**src/hdl/cpv_pkg.sv**
```systemverilog
// Shared types, constants and the CRC byte function for the calibration
// profile validator. No dependencies.
`default_nettype none

package cpv_pkg;

  localparam int unsigned LimitW = 15;
  localparam int unsigned IdxW   = 5;
  localparam int unsigned CfgIdxW = 3;

  localparam logic [15:0] CrcInit = 16'hFFFF;
  localparam logic [15:0] CrcPoly = 16'h1021;

  // byte_index value that means no profile in progress
  localparam logic [IdxW-1:0] IdleIndex = 5'd22;
  localparam logic [IdxW-1:0] LastIndex = 5'd21;

  // field numbers (byte_index >> 1) that change limit group
  localparam logic [3:0] FieldMagFirst   = 4'd3;
  localparam logic [3:0] FieldGyroFirst  = 4'd6;
  localparam logic [3:0] FieldAccelRad   = 4'd9;

  // verdict codes
  localparam logic [1:0] VerdictOk       = 2'd0;
  localparam logic [1:0] VerdictCrcFail  = 2'd1;
  localparam logic [1:0] VerdictRangeFail = 2'd2;

  // configuration register indexes
  localparam logic [CfgIdxW-1:0] RegAccelOffset = 3'd0;
  localparam logic [CfgIdxW-1:0] RegMagOffset   = 3'd1;
  localparam logic [CfgIdxW-1:0] RegGyroOffset  = 3'd2;
  localparam logic [CfgIdxW-1:0] RegAccelRadius = 3'd3;
  localparam logic [CfgIdxW-1:0] RegMagRadius   = 3'd4;

  // limit reset values
  localparam logic [LimitW-1:0] AccelOffsetRst = 15'd16000;
  localparam logic [LimitW-1:0] MagOffsetRst   = 15'd6400;
  localparam logic [LimitW-1:0] GyroOffsetRst  = 15'd32000;
  localparam logic [LimitW-1:0] AccelRadiusRst = 15'd1000;
  localparam logic [LimitW-1:0] MagRadiusRst   = 15'd960;

  typedef struct packed {
    logic [LimitW-1:0] accel_offset;
    logic [LimitW-1:0] mag_offset;
    logic [LimitW-1:0] gyro_offset;
    logic [LimitW-1:0] accel_radius;
    logic [LimitW-1:0] mag_radius;
  } limits_t;

  // item as held in the input register; seed is the CRC over the install ID
  typedef struct packed {
    logic [7:0]  pbyte;
    logic        start;
    logic [15:0] seed;
    logic [15:0] exp_crc;
  } item_t;

  // CRC-16/CCITT-FALSE, one byte, MSB first
  function automatic logic [15:0] crc_byte(input logic [15:0] crc_in,
                                           input logic [7:0] b);
    logic [15:0] c;
    c = crc_in ^ {b, 8'h00};
    for (int k = 0; k < 8; k++) begin
      if (c[15]) begin
        c = {c[14:0], 1'b0} ^ CrcPoly;
      end else begin
        c = {c[14:0], 1'b0};
      end
    end
    return c;
  endfunction

endpackage

`default_nettype wire

```
**src/hdl/cpv_cfg.sv**
```systemverilog
// Limit registers of the calibration profile validator.
// Depends on cpv_pkg.
`default_nettype none

module cpv_cfg (
  input  wire logic                       clk,
  input  wire logic                       rst,
  input  wire logic                       cfg_we,
  input  wire logic [cpv_pkg::CfgIdxW-1:0] cfg_index,
  input  wire logic [cpv_pkg::LimitW-1:0]  cfg_data,
  output cpv_pkg::limits_t                limits
);
  import cpv_pkg::*;

  limits_t lim;

  always_ff @(posedge clk) begin
    if (rst) begin
      lim.accel_offset <= AccelOffsetRst;
      lim.mag_offset   <= MagOffsetRst;
      lim.gyro_offset  <= GyroOffsetRst;
      lim.accel_radius <= AccelRadiusRst;
      lim.mag_radius   <= MagRadiusRst;
    end else if (cfg_we) begin
      unique case (cfg_index)
        RegAccelOffset: lim.accel_offset <= cfg_data;
        RegMagOffset:   lim.mag_offset   <= cfg_data;
        RegGyroOffset:  lim.gyro_offset  <= cfg_data;
        RegAccelRadius: lim.accel_radius <= cfg_data;
        RegMagRadius:   lim.mag_radius   <= cfg_data;
        default: ; // unmapped index: ignored
      endcase
    end
  end

  assign limits = lim;

endmodule

`default_nettype wire

```
**src/hdl/cpv_in_stage.sv**
```systemverilog
// Input register of the validator; pre-computes the install ID CRC seed.
// Depends on cpv_pkg.
`default_nettype none

module cpv_in_stage (
  input  wire logic        clk,
  input  wire logic        rst,
  input  wire logic        in_valid,
  output logic             in_ready,
  input  wire logic [7:0]  profile_byte,
  input  wire logic        start_req,
  input  wire logic [15:0] install_id,
  input  wire logic [15:0] expected_crc,
  input  wire logic        take,
  output logic             item_valid,
  output cpv_pkg::item_t   item
);
  import cpv_pkg::*;

  logic  valid_q;
  item_t item_q;
  logic  accept;

  assign in_ready = !valid_q || take;
  assign accept   = in_valid && in_ready;

  always_ff @(posedge clk) begin
    if (rst) begin
      valid_q <= 1'b0;
    end else if (accept) begin
      valid_q <= 1'b1;
    end else if (take) begin
      valid_q <= 1'b0;
    end
  end

  always_ff @(posedge clk) begin
    if (accept) begin
      item_q.pbyte   <= profile_byte;
      item_q.start   <= start_req;
      item_q.seed    <= crc_byte(crc_byte(CrcInit, install_id[7:0]), install_id[15:8]);
      item_q.exp_crc <= expected_crc;
    end
  end

  assign item_valid = valid_q;
  assign item       = item_q;

endmodule

`default_nettype wire

```
**src/hdl/cpv_engine.sv**
```systemverilog
// Profile state, CRC update, field range check and result register.
// Depends on cpv_pkg.
`default_nettype none

module cpv_engine (
  input  wire logic             clk,
  input  wire logic             rst,
  input  wire logic             item_valid,
  input  wire cpv_pkg::item_t   item,
  input  wire cpv_pkg::limits_t limits,
  output logic                  take,
  output logic                  out_valid,
  input  wire logic             out_ready,
  output logic [15:0]           computed_crc,
  output logic                  crc_match,
  output logic                  in_range,
  output logic [1:0]            verdict
);
  import cpv_pkg::*;

  logic [15:0]     crc_reg;
  logic [IdxW-1:0] byte_index;
  logic [7:0]      low_byte_latch;
  logic            range_fail;
  logic [15:0]     expected_crc_latch;

  logic            out_valid_q;
  logic [15:0]     crc_out;
  logic            match_out;
  logic            range_out;
  logic [1:0]      verdict_out;

  logic            active;
  logic [IdxW-1:0] idx;
  logic [15:0]     crc_next;
  logic [15:0]     exp_eff;
  logic            fail_base;
  logic            fail_next;
  logic            last;
  logic [3:0]      field;
  logic [LimitW-1:0] lim;
  logic signed [16:0] val;
  logic signed [16:0] lim_pos;
  logic signed [16:0] lim_neg;
  logic            field_bad;
  logic            match_now;

  assign take = item_valid && (!out_valid_q || out_ready);

  always_comb begin
    active    = item.start || (byte_index != IdleIndex);
    idx       = item.start ? '0 : byte_index;
    crc_next  = crc_byte(item.start ? item.seed : crc_reg, item.pbyte);
    exp_eff   = item.start ? item.exp_crc : expected_crc_latch;
    fail_base = item.start ? 1'b0 : range_fail;
    last      = (idx == LastIndex);
    field     = idx[IdxW-1:1];

    priority if (field < FieldMagFirst) begin
      lim = limits.accel_offset;
    end else if (field < FieldGyroFirst) begin
      lim = limits.mag_offset;
    end else if (field < FieldAccelRad) begin
      lim = limits.gyro_offset;
    end else if (field == FieldAccelRad) begin
      lim = limits.accel_radius;
    end else begin
      lim = limits.mag_radius;
    end

    // low byte comes from the latch; odd offsets never carry a start
    val       = $signed({item.pbyte[7], item.pbyte, low_byte_latch});
    lim_pos   = $signed({2'b00, lim});
    lim_neg   = -lim_pos;
    field_bad = (val > lim_pos) || (val < lim_neg);
    fail_next = fail_base || (idx[0] && field_bad);
    match_now = (crc_next == exp_eff);
  end

  always_ff @(posedge clk) begin
    if (rst) begin
      crc_reg            <= CrcInit;
      byte_index         <= IdleIndex;
      low_byte_latch     <= '0;
      range_fail         <= 1'b0;
      expected_crc_latch <= '0;
    end else if (take && active) begin
      crc_reg            <= crc_next;
      expected_crc_latch <= exp_eff;
      range_fail         <= fail_next;
      if (!idx[0]) begin
        low_byte_latch <= item.pbyte;
      end
      byte_index <= last ? IdleIndex : idx + 1'b1;
    end
  end

  always_ff @(posedge clk) begin
    if (rst) begin
      out_valid_q <= 1'b0;
    end else if (take && active && last) begin
      out_valid_q <= 1'b1;
    end else if (out_ready) begin
      out_valid_q <= 1'b0;
    end
  end

  always_ff @(posedge clk) begin
    if (take && active && last) begin
      crc_out   <= crc_next;
      match_out <= match_now;
      range_out <= !fail_next;
      if (!match_now) begin
        verdict_out <= VerdictCrcFail;
      end else if (fail_next) begin
        verdict_out <= VerdictRangeFail;
      end else begin
        verdict_out <= VerdictOk;
      end
    end
  end

  assign out_valid    = out_valid_q;
  assign computed_crc = crc_out;
  assign crc_match    = match_out;
  assign in_range     = range_out;
  assign verdict      = verdict_out;

endmodule

`default_nettype wire

```
**src/hdl/calibration_profile_validator_unit.sv**
```systemverilog
// Top level of the calibration profile validator.
// Depends on cpv_pkg, cpv_cfg, cpv_in_stage and cpv_engine.
//
// Use:
//   Profile bytes enter one item per cycle on the in_* channel (valid/ready).
//   An item with start_req set is offset 0 of a new profile; install_id and
//   expected_crc are sampled with it. Bytes arriving with no profile open are
//   dropped. After offset 21 one result item leaves on the out_* channel:
//   computed_crc, crc_match, in_range and verdict (CRC mismatch outranks a
//   range failure).
//   Limits are written through cfg_we/cfg_index/cfg_data, one register per
//   cycle, while no profile is in flight; unmapped indexes are ignored.
// Timing:
//   Throughput is one item per cycle while no result stalls. Each item
//   passes an input register (where the install ID CRC seed is formed)
//   and then the engine, which updates the CRC by one byte and range-checks
//   a completed field in the same cycle. The last byte's result is held in
//   the engine's result register, which drives the out port.
// Reset (rst, synchronous): limits return to their defaults, no profile is
//   open, both registers are empty.
// Stall: while a result waits for out_ready the engine holds, the input
//   register still takes one more item if it is empty, then in_ready falls.
`default_nettype none

module calibration_profile_validator_unit (
  input  wire logic                        clk,
  input  wire logic                        rst,
  // input item channel
  input  wire logic                        in_valid,
  output logic                             in_ready,
  input  wire logic [7:0]                  profile_byte,
  input  wire logic                        start_req,
  input  wire logic [15:0]                 install_id,
  input  wire logic [15:0]                 expected_crc,
  // result item channel
  output logic                             out_valid,
  input  wire logic                        out_ready,
  output logic [15:0]                      computed_crc,
  output logic                             crc_match,
  output logic                             in_range,
  output logic [1:0]                       verdict,
  // configuration write port
  input  wire logic                        cfg_we,
  input  wire logic [cpv_pkg::CfgIdxW-1:0] cfg_index,
  input  wire logic [cpv_pkg::LimitW-1:0]  cfg_data
);
  import cpv_pkg::*;

  limits_t limits;
  item_t   item;
  logic    item_valid;
  logic    take;

  // limit registers
  cpv_cfg u_cfg (
    .clk       (clk),
    .rst       (rst),
    .cfg_we    (cfg_we),
    .cfg_index (cfg_index),
    .cfg_data  (cfg_data),
    .limits    (limits)
  );

  // input register, doubles as skid stage while the result stalls
  cpv_in_stage u_in (
    .clk          (clk),
    .rst          (rst),
    .in_valid     (in_valid),
    .in_ready     (in_ready),
    .profile_byte (profile_byte),
    .start_req    (start_req),
    .install_id   (install_id),
    .expected_crc (expected_crc),
    .take         (take),
    .item_valid   (item_valid),
    .item         (item)
  );

  // CRC, range check and result register
  cpv_engine u_eng (
    .clk          (clk),
    .rst          (rst),
    .item_valid   (item_valid),
    .item         (item),
    .limits       (limits),
    .take         (take),
    .out_valid    (out_valid),
    .out_ready    (out_ready),
    .computed_crc (computed_crc),
    .crc_match    (crc_match),
    .in_range     (in_range),
    .verdict      (verdict)
  );

endmodule

`default_nettype wire

```
**config.mk**
```make
export PLATFORM = sky130hd
export DESIGN_NAME = calibration_profile_validator_unit
export DESIGN_NICKNAME = d
export VERILOG_FILES = /design/src/hdl/cpv_pkg.sv /design/src/hdl/cpv_cfg.sv /design/src/hdl/cpv_in_stage.sv /design/src/hdl/cpv_engine.sv /design/src/hdl/calibration_profile_validator_unit.sv
export SDC_FILE = /design/constraint.sdc
export NUM_CORES = 1
export LEC_CHECK = 0
export BUFFER_PORTS_ARGS = -buffer_cell sky130_fd_sc_hd__buf_2
export CAP_MARGIN = 20
export CORE_MARGIN = 2
export CORE_UTILIZATION = 60
export CTS_CLUSTER_SIZE = 8
export DETAILED_ROUTE_END_ITERATION = 8
export GPL_ROUTABILITY_DRIVEN = 0
export GPL_TIMING_DRIVEN = 1
export PLACE_DENSITY = 0.88
export SYNTH_ARGS = -nofsm -noshare
export SYNTH_HDL_FRONTEND = slang
export SYNTH_SLANG_ARGS = --single-unit
```
**constraint.sdc**
```tcl
create_clock -name clk -period 5.3 [get_ports clk]
set_input_delay 0.53 -clock clk [delete_from_list [all_inputs] [get_ports clk]]
set_output_delay 0.53 -clock clk [all_outputs]
set_load 0.01 [all_outputs]
```
==> flow_summary.toml, run 1 <==
[timing]
finalHoldViolCount = 0
timing_max_transition_violations_final = 0
finalHoldWorstSlack_ps = 261
min_period_ps = 4880
setup_repair_after_global_routing_missed_its_margin = "no"
clock_skew_ps = 15.6
timing.max_slew.rel_slack_pct = 29.9
final_min_period_over_clock_period_pct = 92.0
timing_worst_slew_pin_value_ps = 1050
fmax_mhz = 205
setup-violations-final = 0
fin_tns_setup_ps = 0

[placed_design]
place_area_mm2 = 0.0101
dpl.hpwl_um = 17800
io_buffer_count = 85

[layout]
final_cell_mix = "sky130_fd_sc_hd__nand2_1 (234), sky130_fd_sc_hd__dfxtp_1 (120), sky130_fd_sc_hd__a21oi_1 (114)"
largest_register_ff_count = 75
mostFrequentLayoutCell = "sky130_fd_sc_hd__nand2_1"
final_layout_size_suffix_gt1_share_pct = 13.3
post-route-cell-area_mm2 = 0.0107
final_nets = 1210
layout_area_overhead_pct = 11.4
diodes = 0
post-route-util_pct = 67.9

[worst_setup_path]
required_time_of_the_worst_setup_path_ps = 5650
regToRegEndpoint = "u_eng.range_fail"
path_max_fanout = 19
worstSetupStartpointType = "register"
timing.critical_path.arrival_ps = 5230
timing.reg2reg.worst_path_depth = 18
critPathCaptureType = "register"
ff2ff_setup_slack_ps = 420
worstReg2RegStart = "u_eng.byte_index[4]"
timing_worst_setup_path_type = "reg2reg"

[clocking]
cts_inserted_buffers = 17
cts.reportedPaths.clkPinSlew_ps = 80
ctsHoldBuffers = 0
clock-sinks = 184
htree_levels = 4
cts_max_path_buffers = 2
insertion_delay_ps = 440
root_buffer = "sky130_fd_sc_hd__clkbuf_16"
tritoncts_clock_tree = "built"

[status]
outcome = "finished, final reports clean"

[logic_synthesis]
number_of_flops_mapped_to_enable_cells_by_yosys = 61
synth_top_flop_cell = "sky130_fd_sc_hd__dfxtp_1"
yosysWarnings = 0
synth_seq_area_share_pct = 44.7
synthCells = 1060
synth.lib_cells_used.distinct = 67
synth_fp_nets = 1157
post_synth_design_cell_area_mm2 = 0.00961
syn-mean-instance-area_um2 = 9.06
synth.ff_latch_count = 184
ys_async_sr_fraction_pct = 0

[hold_path]
worstHoldEndpoint = "u_in.item[15]"
min-delay-path-class = "in2reg"
min_path_cells = 1
hold_path.startpoint = "expected_crc[15]"

[floorplanning]
initial_utilization_pct = 60.9
die_w_um = 131
floorplan.die_area_mm2 = 0.0170
fp.coreArea_mm2 = 0.0158
placement_rows = 46
io_pins = 86
floorplan.die.height_um = 131

[power_and_ir_drop]
powerDensity_mw_per_mm2 = 344
cellInternalPower_w = 0.00250
power.sequential.fraction_pct = 44.9
peakVddDrop_mv = 0.265
power_share_of_the_combinational_group_pct = 21.3
power_switching_share_pct = 31.9
p_leak_nw = 4.18
p_switching_w = 0.00117
power.clock.fraction_pct = 33.8

[global_route]
grt_pass1_vias = 7853
grt_pass1_wl_um = 40100
antenna_violations_before_repair = 0
maximum_number_of_pins_on_one_net_before_global_route_repair = 112
overall_track_demand_over_capacity_in_global_routing_pct = 30.7
globalRoute.totalOverflow = 0

[routing]
via_density_per_instance = 6.23
first_iter_violations = 943
drtPass1Iterations = 6
route.detailed.drc = 0
ant_nets = 0
routed-via-count = 8361
routed_wirelength_um = 26000
wire_per_inst_um = 19.4

[run]
maxCapViolCount = 0
[how the worst max path moves through the flow]
stage | start | end | slack [ps] | depth (start not counted)
2_1_floorplan | u_eng.byte_index[3] | u_eng.range_fail | 1180 | 20
3_3_place_gp | u_eng.byte_index[4] | u_eng.range_fail | 650 | 18
3_5_place_dp | u_eng.byte_index[1] | u_eng.range_fail | 330 | 19
4_1_cts | u_eng.byte_index[4] | u_eng.range_fail | 230 | 18
5_1_grt | u_eng.byte_index[4] | u_eng.range_fail | 100 | 18
6_report | u_eng.byte_index[4] | u_eng.range_fail | 420 | 18
[worst max-delay path, cell delays in order, from the launching register on]
cell and delay [ps]:
sky130_fd_sc_hd__dfxtp_2 520, sky130_fd_sc_hd__or4b_4 570, sky130_fd_sc_hd__a21o_1 270, sky130_fd_sc_hd__o21ai_0 180
sky130_fd_sc_hd__o21ai_0 240, sky130_fd_sc_hd__inv_1 120, sky130_fd_sc_hd__ha_1 220, sky130_fd_sc_hd__o211ai_1 130
sky130_fd_sc_hd__nor4_2 220, sky130_fd_sc_hd__nand4_2 230, sky130_fd_sc_hd__nor2_1 210, sky130_fd_sc_hd__xnor2_1 150
sky130_fd_sc_hd__ha_1 280, sky130_fd_sc_hd__a21oi_1 190, sky130_fd_sc_hd__o21ai_0 150, sky130_fd_sc_hd__a311oi_1 430
sky130_fd_sc_hd__a41oi_1 180, sky130_fd_sc_hd__o211a_1 260, sky130_fd_sc_hd__a211oi_1 250
[layer usage]
| layer | up-vias | track usage (%) | routed length [µm] |
|---|---|---|---|
| met5 | - | 0 | 0 |
| met4 | 0 | 15.1 | 1160 |
| met3 | 101 | 5.78 | 2260 |
| met2 | 497 | 50.7 | 12500 |
| met1 | 3955 | 39.0 | 10100 |
| li1 | 3808 | - | - |
[power by group through the flow]
stage	clock [W]	sequential [W]	combinational [W]
after floorplan	0	0.00165	0.000557
after global placement	0	0.00167	0.000714
after detailed placement	0	0.00168	0.000748
after CTS	0.00125	0.00165	0.000763
after global routing	0.00130	0.00166	0.000840
final	0.00124	0.00165	0.000784
[metrics by stage]
stage          std cells  power, W  worst slack (ps)
4_1_cts             1341   0.00366               227
6_report            1342   0.00368               422
3_5_place_dp        1309   0.00243               332
3_3_place_gp        1309   0.00239               652
5_1_grt             1342   0.00379              97.8
2_1_floorplan       1060   0.00220              1180
[synth_stat cells (all sizes together), types with 5 or more instances]
master | number | area (µm²)
a221oi | 9 | 78.8
or3 | 5 | 31.3
a2111oi | 5 | 50.0
edfxtp | 61 | 1830
nand2 | 235 | 885
nand3 | 32 | 160
o21ai | 26 | 130
nor3 | 7 | 35.0
nand2b | 16 | 100
nand4 | 9 | 62.6
a21o | 12 | 90.1
nor2b | 7 | 43.8
or2 | 6 | 37.5
inv | 14 | 52.6
a21oi | 114 | 571
nand3b | 46 | 345
a211oi | 14 | 105
buf | 19 | 116
mux2i | 31 | 310
nor2 | 30 | 113
ha | 33 | 413
xnor2 | 50 | 438
xor2 | 49 | 429
and3 | 5 | 31.3
dfxtp | 123 | 2460
clkbuf | 44 | 165
[cells by family after synthesis]
kind of cell	count (synthesis)	share of synthesized area, %
AND/OR/NAND/NOR	412	20.6
adder cells (fa/ha/maj)	33	4.30
AO/OA/AOI/OAI	221	14.3
flip-flops	184	44.7
XOR/XNOR	100	9.26
buffers and inverters	78	3.52
multiplexers	32	3.35
[area by class of cell]
type,count,area [µm²]
tap,216,270
multi-input combinational,798,4980
fill,1177,5070
timing repair buffer,97,518
clock inverter,15,153
inverter,15,56.3
clock buffer,17,425
sequential,184,4300
[what timing repair did]
item / 4_1_cts / 5_1_grt
buffers inserted: 0 / 0
setup endpoints to repair: 0 / 3
hold endpoints to repair: 0 / 0
resized for setup: 0 / 4
No activity file was read; power rests on OpenSTA's default activity.
==> run 2: changes to the inputs <==
--- a/config.mk
+++ b/config.mk
@@ -8,12 +8,13 @@
 export BUFFER_PORTS_ARGS = -buffer_cell sky130_fd_sc_hd__buf_2
 export CAP_MARGIN = 20
 export CORE_MARGIN = 2
-export CORE_UTILIZATION = 60
+export CORE_UTILIZATION = 61
 export CTS_CLUSTER_SIZE = 8
 export DETAILED_ROUTE_END_ITERATION = 8
 export GPL_ROUTABILITY_DRIVEN = 0
 export GPL_TIMING_DRIVEN = 1
-export PLACE_DENSITY = 0.88
+export PLACE_DENSITY = 0.89
 export SYNTH_ARGS = -nofsm -noshare
 export SYNTH_HDL_FRONTEND = slang
+export SYNTH_HIERARCHICAL = 1
 export SYNTH_SLANG_ARGS = --single-unit
==> flow_summary.toml, run 2 <==
[status]
outcome = "finished, final reports clean"

[worst_setup_path]
crit_chain = "nor2_1 > a21o_1 > and2_1 > nor2_1 > ha_1 > inv_1 > nor4_4 > nand4_1 > xor2_1 > ha_1 > a21o_1 > a21o_1 > a21o_1 > a221oi_1 > a221o_1 > a21oi_1 > or2_2"
cpMaxStageDelayCell = "sky130_fd_sc_hd__dfxtp_1"
critPathCaptureType = "register"
required_time_of_the_worst_setup_path_ps = 5480
regToRegEndpoint = "u_eng/in_range"
timing.reg2reg.worst_path_depth = 17
worstReg2RegStart = "u_eng/byte_index[3]"
cpPeakStageDelay_ps = 820
worstSetupStartpointType = "register"
critPathMostFrequentCell = "sky130_fd_sc_hd__a21o_1"
path_max_fanout = 23
ff2ff_setup_slack_ps = 390
timing.critical_path.arrival_ps = 5100
timing_worst_setup_path_type = "reg2reg"

[routing]
first_iter_violations = 848
via_density_per_instance = 6.01
drtPass1Iterations = 5
wire_per_inst_um = 18.8
ant_nets = 0
routed-via-count = 7742
routed_wirelength_um = 24200
route.detailed.drc = 0

[power_and_ir_drop]
p_leak_nw = 4.74
powerDensity_mw_per_mm2 = 326
peakVddDrop_mv = 0.251

[global_route]
antenna_violations_before_repair = 0
maximum_number_of_pins_on_one_net_before_global_route_repair = 133
grt_pass1_vias = 7504
overall_track_demand_over_capacity_in_global_routing_pct = 27.7
grt_pass1_wl_um = 38700
globalRoute.totalOverflow = 0

[timing]
timing.max_slew.rel_slack_pct = 27.5
min_period_ps = 4910
final_min_period_over_clock_period_pct = 92.7
timing_max_transition_violations_final = 0
fmax_mhz = 203
fin_tns_setup_ps = 0
timing_worst_slew_pin_value_ps = 1090
finalHoldViolCount = 0
setup_repair_after_global_routing_missed_its_margin = "no"
setup-violations-final = 0
finalWorstSetupSlack_ps = 385
finalHoldWorstSlack_ps = 267
clock_skew_ps = 16.4

[layout]
final_cell_mix = "sky130_fd_sc_hd__dfxtp_1 (122), sky130_fd_sc_hd__mux2i_1 (111), sky130_fd_sc_hd__buf_2 (84)"
diodes = 0
mostFrequentLayoutCell = "sky130_fd_sc_hd__dfxtp_1"
final_nets = 1153
final_layout_size_suffix_gt1_share_pct = 16.2
layout_area_overhead_pct = 10.7
largest_register_ff_count = 75

[clocking]
root_buffer = "sky130_fd_sc_hd__clkbuf_16"
cts.reportedPaths.clkPinSlew_ps = 80
ctsHoldBuffers = 0
insertion_delay_ps = 450
cts_inserted_buffers = 17
htree_levels = 4
tritoncts_clock_tree = "built"
cts_setup_buffers = 0
clock-sinks = 184
cts_max_path_buffers = 2
post_cts_resize_count = 0

[logic_synthesis]
post_synth_most_frequent_cells = "sky130_fd_sc_hd__dfxtp_1 (123), sky130_fd_sc_hd__mux2i_1 (111), sky130_fd_sc_hd__nand2b_1 (79), sky130_fd_sc_hd__nor2_1 (74), sky130_fd_sc_hd__nand2_1 (65)"
ys_async_sr_fraction_pct = 0
synth_fp_nets = 1100
synth.ff_latch_count = 184
synth.lib_cells_used.distinct = 77
synthCells = 1003
number_of_flops_mapped_to_enable_cells_by_yosys = 61
post_synth_design_cell_area_mm2 = 0.0103
synth.area.top_cells = "sky130_fd_sc_hd__dfxtp_1 (24%), sky130_fd_sc_hd__edfxtp_1 (18%), sky130_fd_sc_hd__mux2i_1 (11%), sky130_fd_sc_hd__nand2b_1 (4.8%), sky130_fd_sc_hd__ha_1 (4.0%)"
syn-mean-instance-area_um2 = 10.2
yosysWarnings = 6
synth_top_area_share_pct = 24.0
most_frequent_cell_after_synthesis = "sky130_fd_sc_hd__dfxtp_1"
synth_top_flop_cell = "sky130_fd_sc_hd__dfxtp_1"
synth_seq_area_share_pct = 41.9
most_area_hungry_cell_type_in_the_yosys_netlist = "sky130_fd_sc_hd__dfxtp_1"

[hold_path]
worstHoldEndpoint = "u_in/item[0]"
min_path_cells = 1
min-delay-path-class = "in2reg"
hold_path.startpoint = "expected_crc[0]"

[floorplanning]
io_pins = 86
floorplan.die_area_mm2 = 0.0179
initial_utilization_pct = 62.1
floorplan.die.height_um = 134
placement_rows = 47
fp.coreArea_mm2 = 0.0165
die_w_um = 134

[placed_design]
io_buffer_count = 85
dpl.hpwl_um = 16900
place_worst_setup_slack_ps = 522

[run]
maxCapViolCount = 0
==> run 2: changes by cell type after synthesis, moves of 14 or more <==
cell / previous run / this run
sky130_fd_sc_hd__o21ai_1: 0 / 14
sky130_fd_sc_hd__clkbuf_1: 44 / 29
sky130_fd_sc_hd__a21oi_1: 114 / 50
sky130_fd_sc_hd__nor2_1: 30 / 74
sky130_fd_sc_hd__xor2_1: 49 / 33
sky130_fd_sc_hd__nand2b_1: 16 / 79
sky130_fd_sc_hd__nand3b_1: 46 / 0
sky130_fd_sc_hd__nand2_1: 234 / 65
sky130_fd_sc_hd__mux2i_1: 31 / 111
==> run 2: routing by layer <==
metal	part of all wire (%)	routed length, µm	vias to the layer above	GRT usage (%)
met2	48	11700	367	45.2
met3	7.1	1730	57	5.56
met5	0	0	-	0
li1	-	-	3632	-
met4	2.6	626	0	10.3
met1	42	10200	3686	36.7
==> run 2: worst max-delay path by stage <==
| stage | startpoint | to | depth (start not counted) |
|---|---|---|---|
| after detailed placement | u_eng/byte_index[2] | u_eng/in_range | 17 |
| after floorplan | u_eng/byte_index[3] | u_eng/in_range | 20 |
| after CTS | u_eng/byte_index[2] | u_eng/in_range | 17 |
| final | u_eng/byte_index[3] | u_eng/in_range | 17 |
| after global routing | u_eng/byte_index[4] | u_eng/in_range | 15 |
| after global placement | u_eng/byte_index[2] | u_eng/in_range | 17 |
==> run 2: critical path, delay by kind of cell, from the launching register on <==
family | cells | cell delay (ps)
flops | 1 | 820
compound gates | 7 | 1510
buf+inv | 1 | 90
xor+xnor | 1 | 180
fa+ha+maj | 2 | 480
simple gates | 6 | 1540
==> run 2: layout make-up <==
class                   instances  area (µm²)
multi-input cells             734        5580
inverters                      24        90.1
flip-flops and latches        184        4300
repair buffers                 95         523
clock buffers                  20         479
fillers                      1142        5180
clock inverters                12         109
well taps                     220         275
==> run 2: cells by family after synthesis <==
family | count (synthesis) | synth area share [%]
buffers and inverters | 85 | 3.88
AOI/OAI and AO/OA | 172 | 10.7
DFF | 184 | 41.9
muxes | 118 | 11.8
adders and majority gates | 33 | 4.03
xor gates and xnor gates | 102 | 11.3
and+or+nand+nor | 309 | 16.5
==> run 2: report_power, final <==
| part | total, W | switching (W) | internal, W |
|---|---|---|---|
| clock network | 0.00125 | 0.000579 | 0.000672 |
| logic | 0.000806 | 0.000452 | 0.000354 |
| registers | 0.00164 | 0.0000755 | 0.00156 |
| total | 0.00370 | 0.00111 | 0.00259 |
==> run 2: stage by stage <==
stage | total power, W | std cells | utilization [%] | area, µm²
final | 0.00370 | 1289 | 68.7 | 11300
after floorplan | 0.00226 | 1003 | - | 10300
after global placement | 0.00242 | 1256 | 64.9 | 10700
after global routing | 0.00384 | 1289 | 68.7 | 11300
after detailed placement | 0.00245 | 1256 | 64.9 | 10700
after CTS | 0.00369 | 1288 | 68.5 | 11300
